==> src/sv/sts_pkg.sv <==
// Package for the seek target step unit: widths, reset values and opcodes.
// Used by the serial arithmetic unit, the top level and the testbench.
package sts_pkg;

   localparam int CoordWidth  = 32;
   localparam int SpeedWidth  = 24;
   localparam int RadiusWidth = 31;
   localparam int CsrAddrWidth = 2;
   localparam int CsrDataWidth = 32;

   localparam logic [SpeedWidth-1:0]  SpeedReset  = 24'd196608;
   localparam logic [RadiusWidth-1:0] RadiusReset = 31'd65536;

   localparam logic [1:0] FN_MUL  = 2'd0;
   localparam logic [1:0] FN_DIV  = 2'd1;
   localparam logic [1:0] FN_SQRT = 2'd2;

   typedef enum logic [1:0] {
      OP_STEP     = 2'd0,
      OP_LOAD_POS = 2'd1,
      OP_LOAD_VEL = 2'd2,
      OP_NONE     = 2'd3
   } opcode_type;

   typedef enum logic [1:0] {
      CSR_TARGET_X = 2'd0,
      CSR_TARGET_Y = 2'd1,
      CSR_SPEED    = 2'd2,
      CSR_RADIUS   = 2'd3
   } csr_index_type;

   typedef struct packed {
      logic [1:0]            opcode;
      logic [SpeedWidth-1:0] delta_time;
      logic [CoordWidth-1:0] value_x;
      logic [CoordWidth-1:0] value_y;
   } req_type;

   typedef struct packed {
      logic [CoordWidth-1:0] pos_x;
      logic [CoordWidth-1:0] pos_y;
      logic [CoordWidth-1:0] vel_x;
      logic [CoordWidth-1:0] vel_y;
      logic                  at_target;
   } rsp_type;

endpackage

==> src/sv/sts_serial_unit.sv <==
// Bit-serial arithmetic unit: shift-add multiply, restoring divide and
// digit-by-digit square root, one bit per cycle. Depends on sts_pkg.
module sts_serial_unit
   import sts_pkg::*;
(
   input  logic         clock,
   input  logic         reset,
   input  logic [1:0]   op_in,
   input  logic         start,
   input  logic [65:0]  a_in,
   input  logic [65:0]  b_in,
   output logic         done,
   output logic [65:0]  result
);

   logic [1:0]  fn_ff, fn_in;
   logic        busy_ff, busy_in;
   logic [6:0]  count_ff, count_in;
   logic [65:0] a_ff, a_next;
   logic [65:0] b_ff, b_next;
   logic [67:0] acc_ff, acc_next;
   logic [65:0] res_ff, res_next;
   logic [67:0] trial;
   logic [67:0] rem_shift;

   always_comb begin
      fn_in    = fn_ff;
      busy_in  = busy_ff;
      count_in = count_ff;
      a_next   = a_ff;
      b_next   = b_ff;
      acc_next = acc_ff;
      res_next = res_ff;
      done     = 1'b0;
      trial    = '0;
      rem_shift = '0;
      if (busy_ff) begin
         case (fn_ff)
            FN_MUL: begin
               // a is multiplicand shifting left, b multiplier shifting right.
               if (b_ff[0]) begin
                  res_next = res_ff + a_ff;
               end
               a_next = {a_ff[64:0], 1'b0};
               b_next = {1'b0, b_ff[65:1]};
            end
            FN_DIV: begin
               rem_shift = {acc_ff[66:0], a_ff[65]};
               a_next    = {a_ff[64:0], 1'b0};
               if (rem_shift >= {2'b00, b_ff}) begin
                  acc_next = rem_shift - {2'b00, b_ff};
                  res_next = {res_ff[64:0], 1'b1};
               end else begin
                  acc_next = rem_shift;
                  res_next = {res_ff[64:0], 1'b0};
               end
            end
            FN_SQRT: begin
               rem_shift = {acc_ff[65:0], a_ff[65:64]};
               a_next    = {a_ff[63:0], 2'b00};
               trial     = {res_ff, 2'b01};
               if (rem_shift >= trial) begin
                  acc_next = rem_shift - trial;
                  res_next = {res_ff[64:0], 1'b1};
               end else begin
                  acc_next = rem_shift;
                  res_next = {res_ff[64:0], 1'b0};
               end
            end
            default: begin
               res_next = '0;
            end
         endcase
         count_in = count_ff - 7'd1;
         if (count_ff == 7'd1) begin
            busy_in = 1'b0;
            done    = 1'b1;
         end
      end
      result = res_next;
      if (start) begin
         fn_in    = op_in;
         busy_in  = 1'b1;
         a_next   = a_in;
         b_next   = b_in;
         acc_next = '0;
         res_next = '0;
         count_in = (op_in == FN_SQRT) ? 7'd33 : 7'd66;
      end
   end

   always_ff @(posedge clock) begin
      if (reset) begin
         busy_ff  <= 1'b0;
         count_ff <= '0;
         fn_ff    <= FN_MUL;
      end else begin
         busy_ff  <= busy_in;
         count_ff <= count_in;
         fn_ff    <= fn_in;
      end
      a_ff   <= a_next;
      b_ff   <= b_next;
      acc_ff <= acc_next;
      res_ff <= res_next;
   end

endmodule

==> config.mk <==
export PLATFORM = sky130hd
export DESIGN_NAME = sts_serial_unit
export DESIGN_NICKNAME = d
export VERILOG_FILES = /design/src/sv/sts_pkg.sv /design/src/sv/sts_serial_unit.sv
export SDC_FILE = /design/constraint.sdc
export NUM_CORES = 1
export LEC_CHECK = 0
export BUFFER_PORTS_ARGS = -buffer_cell sky130_fd_sc_hd__buf_4
export CORE_UTILIZATION = 45
export DETAILED_ROUTE_END_ITERATION = 16
export MAX_ROUTING_LAYER = met4
export PLACE_DENSITY_LB_ADDON = 0.08
export SYNTH_ARGS = -nofsm -noshare
export SYNTH_HDL_FRONTEND = slang
export SYNTH_SLANG_ARGS = --single-unit
==> constraint.sdc <==
create_clock -name clock -period 6.5 [get_ports clock]
set_clock_uncertainty 0.05 [all_clocks]
set_input_delay 0.325 -clock clock [delete_from_list [all_inputs] [get_ports clock]]
set_output_delay 0.325 -clock clock [all_outputs]
set_load 0.01 [all_outputs]
==> impl_results.md, run 1 <==
- DRT Wirelength: 96000 um
- Final Core Density: 0.532
- Die Ht: 243 um
- Layout cells sized above 1: 0.0925
- Largest net degree at the start of global routing: 106
- Synth top area cells: edfxtp_1 15%, dfxtp_1 11%, ha_1 9.8%, o21ai_0 7.0%, nand2_1 6.9%
- Top-area cell type share of the netlist area: 0.152
- Critical path data required time: 6.12 ns
- Worst slew pin tran: 1.28 ns
- Core area: 0.0569 mm^2
- Maxcap violations: 0
- Most used DFF post-synth: dfxtp_1
- Slew margin rel.: 0.149
- Crit start category: flip-flop
- Vias: 26946
- # resized after CTS: 0
- Drt pass-1 iters: 6
- Die ar.: 0.0590 mm^2
- Global-route usage over all layers: 0.323
- Post-DRT Antenna Nets: 0
- Final Hold Viols: 0
- FILL cells: 5451
- PwrDens: 240 mW/mm^2
- Final GP Congestion: 0.966
- Routed WL per cell: 21.8 um
- Flop pwr share: 0.294
- Async SR Flop Fraction: 0
- Number of buffers created by CTS: 37
- Root Driver: clkbuf_16
- I/O Buffers: 203
- F_max: 181 MHz
- # H-tree levels: 2
- Worst-skew pair later-pin latency: 0.56 ns
- Yosys warns: 0
- Setup violators final: 0
- Core Rows: 87
- Nets: 3960
- Sw Ratio: 0.402
- Avg Cell Area, Syn: 7.57 um^2
- Maximum root-to-sink buffer count: 3
- Internal power: 4.35 mW
- Mapped Area: 0.0261 mm^2
- Residual DRC count: 0
- Final period util: 0.849
- Setup TNS Final: 0 ns
- Total gr overflow: 0
- Synth-to-layout area growth: 15.9%
- Worst reg2reg setup slack: 1.48 ns
- Slew Limit Fails: 0
- Vias per Instance: 6.12
- Seq/Total Area, Yosys: 0.261
- Synth area leader: edfxtp_1
- Power share of the clock group: 0.285
- Initial antenna violation count: 2
- Distinct cells, synth: 88
- CTS tree: yes
- Vias in the first global route: 25250
- First-pass GRT wire length: 147000 um
- Setup bufs post-CTS: 0
- Post-DP HPWL: 73000 um
- Critical Path AT: 5.14 ns
- Unrepaired setup endpoints after global routing: no
- Outcome: finished, final reports clean
- Critical Path End Type: output port
- Static Leak: 13.0 nW
- Final min period: 5.52 ns
- CP Class: flip-flop to output port
- Crit path max fanout: 23
- Clk slew on worst S/H paths: 0.06 ns
- Initial Utilization: 0.459
- Max VDD drop: 0.187 mV
- 1st-iter DRT viols: 2915
- Number of flops mapped to enable cells by yosys: 132
- Hold Crit Class: primary input to flip-flop
- Post-synthesis cell count: 3453
- Synthesized flop and latch total: 275
- Die W: 243 um
- Syn Nets: 3797
- # clock sinks: 275
- Net Sw Power: 2.93 mW
- Comb pwr share: 0.421
- Top Ports: 204
==> final cells by class <==
class                   count  area (um^2)  share of cell area
diodes                      1         2.50           0.0000826
well taps                 756          946              0.0312
multi-input cells        2750        17700               0.584
repair buffers            338         2820              0.0930
flip-flops and latches    275         6830               0.225
inverters                 214          803              0.0265
clock inverters            13          123             0.00405
clock buffers              55         1080              0.0355
==> placed cells by master (no fill, tap or decap), types with 68 or more instances in the layout <==
cell / instances
dfxtp_1: 142
o211ai_1: 68
o21ai_0: 366
a21o_1: 92
xor2_1: 75
xnor2_1: 108
mux2i_1: 91
dlygate4sd3_1: 109
a21oi_1: 297
nand2_1: 481
nor2_1: 211
inv_1: 213
ha_1: 204
edfxtp_1: 132
buf_4: 228
==> power by group through the flow <==
stage / Clock (mW) / Sequential, mW / Combinational (mW)
4_1_cts: 2.10 / 2.14 / 3.01
3_3_place_gp: 0 / 2.17 / 2.93
6_report: 2.07 / 2.14 / 3.06
3_5_place_dp: 0 / 2.17 / 2.94
5_1_grt: 2.16 / 2.16 / 3.33
2_1_floorplan: 0 / 2.11 / 2.14
==> synth_stat cells, drive strengths merged (28+ instances only) <==
master and instances:
mux2i 91, dfxtp 143, nor2 216, a21o 93, nand3 52, edfxtp 132, nand2 481, a21oi 298
inv 213, xor2 75, buf 47, nand4 57, a31oi 39, ha 205, xnor2 108, o22ai 41
o21bai 41, nor3 43, nor2b 41, o21a 28, clkbuf 167, a211oi 43, o211ai 69, o21ai 391
==> kinds of logic (layout without fill, tap and decap cells) <==
family          count (synthesis)  in the layout  synth area share
compound gates               1241           1241             0.301
xor+xnor                      183            183            0.0613
fa+ha+maj                     207            207            0.0997
buf+inv                       428            620            0.0636
flops                         275            275             0.261
mux                            98             98            0.0380
other cells                     0              1                 0
simple gates                 1021           1021             0.175
==> state kept, by name, indices dropped and copies added, names as in the netlist <==
signal / count
a_ff: 66
busy_ff: 1
fn_ff: 2
acc_ff: 67
res_ff: 66
b_ff: 66
count_ff: 7
==> critical path: stages (launching register included) <==
cell      delay (ns)
edfxtp_1        0.52
inv_1           0.29
ha_1            0.25
fa_1            0.23
nand2b_1        0.18
a21oi_1         0.12
o21ai_1         0.26
a31oi_2         0.22
a31o_2          0.38
a211oi_1        0.53
o31a_2          0.57
nor2b_1         0.10
a211oi_1        0.46
o22ai_1         0.21
buf_4           0.23
==> stage by stage <==
stage | instance area, um^2 | instances | worst slack [ns] | hold slack (ns) | total power [mW]
after floorplan | 26100 | 3453 | 1.33 | 0.401 | 4.24
after global placement | 28000 | 4224 | 1.63 | 0.428 | 5.11
after detailed placement | 28000 | 4224 | 1.55 | 0.439 | 5.12
after CTS | 30300 | 4401 | 0.931 | 0.0000788 | 7.25
after global routing | 30300 | 4402 | 0.737 | 0.0126 | 7.65
final | 30300 | 4402 | 0.984 | 0.0123 | 7.28
==> repair_timing <==
| item | in CTS | in global routing |
|---|---|---|
| hold endpoints to repair | 114 | 0 |
| setup endpoints to repair | 0 | 0 |
| hold buffers | 109 | 0 |
==> worst paths after layout <==
path,startpoint,endpoint,cells past startpoint
worst min register to register,count_ff[6]$_SDFFE_PP0P_,count_ff[6]$_SDFFE_PP0P_,2
worst max-delay path,a_ff[65]$_DFFE_PP_,result[0],14
worst min-delay path,a_in[9],a_ff[9]$_DFFE_PP_,3
worst max register to register,a_ff[65]$_DFFE_PP_,acc_ff[63]$_SDFFE_PP0P_,15
==> metal layers <==
layer / GRT usage / vias up / wire, um
li1: - / 12929 / -
met1: 0.463 / 12706 / 45700
met2: 0.474 / 1155 / 40600
met3: 0.0359 / 156 / 6900
met4: 0.0940 / 0 / 2730
met5: - / - / 0
No activity file was read; power rests on OpenSTA's default activity.
==> run 2: changes to the inputs <==
==> constraint.sdc (replaced) <==
create_clock -name clock -period 5.8 [get_ports clock]
set_clock_uncertainty 0.05 [all_clocks]
set_input_delay 0.29 -clock clock [delete_from_list [all_inputs] [get_ports clock]]
set_output_delay 0.29 -clock clock [all_outputs]
set_load 0.01 [all_outputs]
==> impl_results.md, run 2 (synthesized netlist as in run 1, its figures left out) <==
- I/O Buffers: 203 (unchanged)
- Die Ht: 243 um (unchanged)
- Post-DRT Antenna Nets: 0 (unchanged)
- Critical Path, Cell by Cell: ha_1 > inv_1 > fa_1 > nand2b_1 > a21oi_1 > o21ai_1 > a2111oi_0 > o21ai_0 > a31oi_1 > o21ai_0 > a21oi_1 > nand2b_1 > xor2_1 > a222oi_1 > inv_1 > buf_4
- CTS tree: yes
- Family with the most delay on the worst path: compound AO/OA/AOI/OAI gates
- Initial Utilization: 0.459 (unchanged)
- Final GP Congestion: 0.973 (+0.69%)
- Total gr overflow: 0 (unchanged)
- Most common cell after layout, fill and taps aside: nand2_1
- # clock sinks: 275 (unchanged)
- Root Driver: clkbuf_16
- Critical Path End Type: output port
- Finished Layout Cells: 4430 (+0.64%)
- DP Worst Slack: 1.00 ns (-0.554 ns)
- CP max stage cell: a2111oi_0
- Largest net degree at the start of global routing: 150 (+42%)
- Post-DP HPWL: 73700 um (+1.0%)
- Max FFs per register: 67 (unchanged)
- Core area: 0.0569 mm^2 (unchanged)
- Hold Crit Class: primary input to flip-flop
- # H-tree levels: 2 (unchanged)
- Crit path max fanout: 4 (-83%)
- Final Hold Viols: 0 (unchanged)
- Static Leak: 13.1 nW (+1.1%)
- Placed cell count: 4231 (+0.17%)
- Unrepaired setup endpoints after global routing: no
- Crit start category: flip-flop
- Core Rows: 87 (unchanged)
- Die W: 243 um (unchanged)
- Setup violators final: 0 (unchanged)
- Setup TNS Final: 0 ns (unchanged)
- Top Ports: 204 (unchanged)
- Vias in the first global route: 25504 (+1.0%)
- Slew margin rel.: 0.263 (+0.114)
- Maxcap violations: 0 (unchanged)
- Worst slew pin tran: 1.10 ns (-0.171 ns)
- Routed WL per cell: 21.6 um (-0.78%)
- Final Core Density: 0.537 (+0.00486)
- Clk slew on worst S/H paths: 0.06 ns (about the same)
- Die ar.: 0.0590 mm^2 (unchanged)
- Final period util: 0.933
- Critical path data required time: 5.46 ns (-0.66 ns)
- Final worst setup slack: 0.387 ns (-0.597 ns)
- Vias per Instance: 6.08 (-0.71%)
- Hold_ws: 0.0307 ns (+0.0184 ns)
- Global-route usage over all layers: 0.325 (+0.00177)
- Residual DRC count: 0 (unchanged)
- Layout cells sized above 1: 0.0950 (+0.00259)
- Initial antenna violation count: 1 (-1)
- DRT Wirelength: 95900 um (-0.15%)
- Max VDD drop: 0.256 mV (+37%)
- Nets: 3988 (+0.71%)
- Critical Path AT: 5.07 ns (-0.07 ns)
- First-pass GRT wire length: 148000 um (+0.35%)
- Crit-path max cell delay: 0.94 ns (+0.37 ns)
- Maximum root-to-sink buffer count: 3 (unchanged)
- Drt pass-1 iters: 7 (+1)
- Vias: 26924 (-0.082%)
- Slew Limit Fails: 0 (unchanged)
- F_max: 185 MHz
- Setup bufs post-CTS: 0 (unchanged)
- Worst-skew pair later-pin latency: 0.56 ns (about the same)
- PwrDens: 265 mW/mm^2 (+10%)
- Number of buffers created by CTS: 37 (unchanged)
- Outcome: finished, final reports clean
- WP buf/inv: 3 (+1)
- Commonest non-fill, non-tap cells in the layout: 481 x nand2_1, 366 x o21ai_0, 297 x a21oi_1, 231 x buf_4, 213 x inv_1
- Top reg by flops: acc_ff
- Final min period: 5.41 ns
- CP Class: flip-flop to output port
- Synth-to-layout area growth: 17.0%
- 1st-iter DRT viols: 2618 (-10%)
[run 2: what timing repair did]
item | in CTS | in global routing
hold buffers | 130 | 0
endpoints found under the hold margin | 137 | 0
gates resized for setup | 0 | 0
[run 2: final cells by class]
type,instances,area [um^2]
fill,5517,26400
multi-input combinational,2750,17700
sequential,275,6830
timing repair buffer,366,3130
clock buffer,47,993
tap,756,946
inverter,214,803
clock inverter,20,168
antenna,2,5.00
[run 2: worst min-delay path, cell delays in order]
cell     delay, ns
buf_4         0.08
nand2_1       0.04
o21ai_0       0.10
[run 2: stage by stage]
stage / instance area, um^2 / total power, mW
6_report: 30600 / 8.10
5_1_grt: 30600 / 8.54
4_1_cts: 30600 / 8.09
3_5_place_dp: 28100 / 5.77
3_3_place_gp: 28100 / 5.75
2_1_floorplan: 26100 / 4.76
[run 2: power breakdown]
group	leakage, nW	internal, mW	switching (mW)
Combinational	10.0	1.31	2.17
Sequential	2.51	2.23	0.165
Clock	0.574	1.31	0.918
Total	13.1	4.84	3.26
[run 2: routing by layer]
| metal | GRT usage | vias up | share of wire |
|---|---|---|---|
| met4 | 0.0954 | 0 | 0.028 |
| met3 | 0.0313 | 157 | 0.068 |
| met5 | - | - | 0 |
| met2 | 0.484 | 1121 | 0.43 |
| li1 | - | 13002 | - |
| met1 | 0.462 | 12644 | 0.47 |
[run 2: worst paths after layout]
kind | start | endpoint | slack [ns] | cells after the start
setup / recovery | a_ff[0]$_SDFFCE_PN0P_ | result[58] | 0.39 | 16
hold / removal | a_in[5] | a_ff[5]$_DFFE_PP_ | 0.03 | 3
setup reg to reg | a_ff[65]$_DFFE_PP_ | acc_ff[10]$_SDFFE_PP0P_ | 1.23 | 16
hold reg to reg | acc_ff[66]$_SDFFE_PP0P_ | acc_ff[66]$_SDFFE_PP0P_ | 0.44 | 1
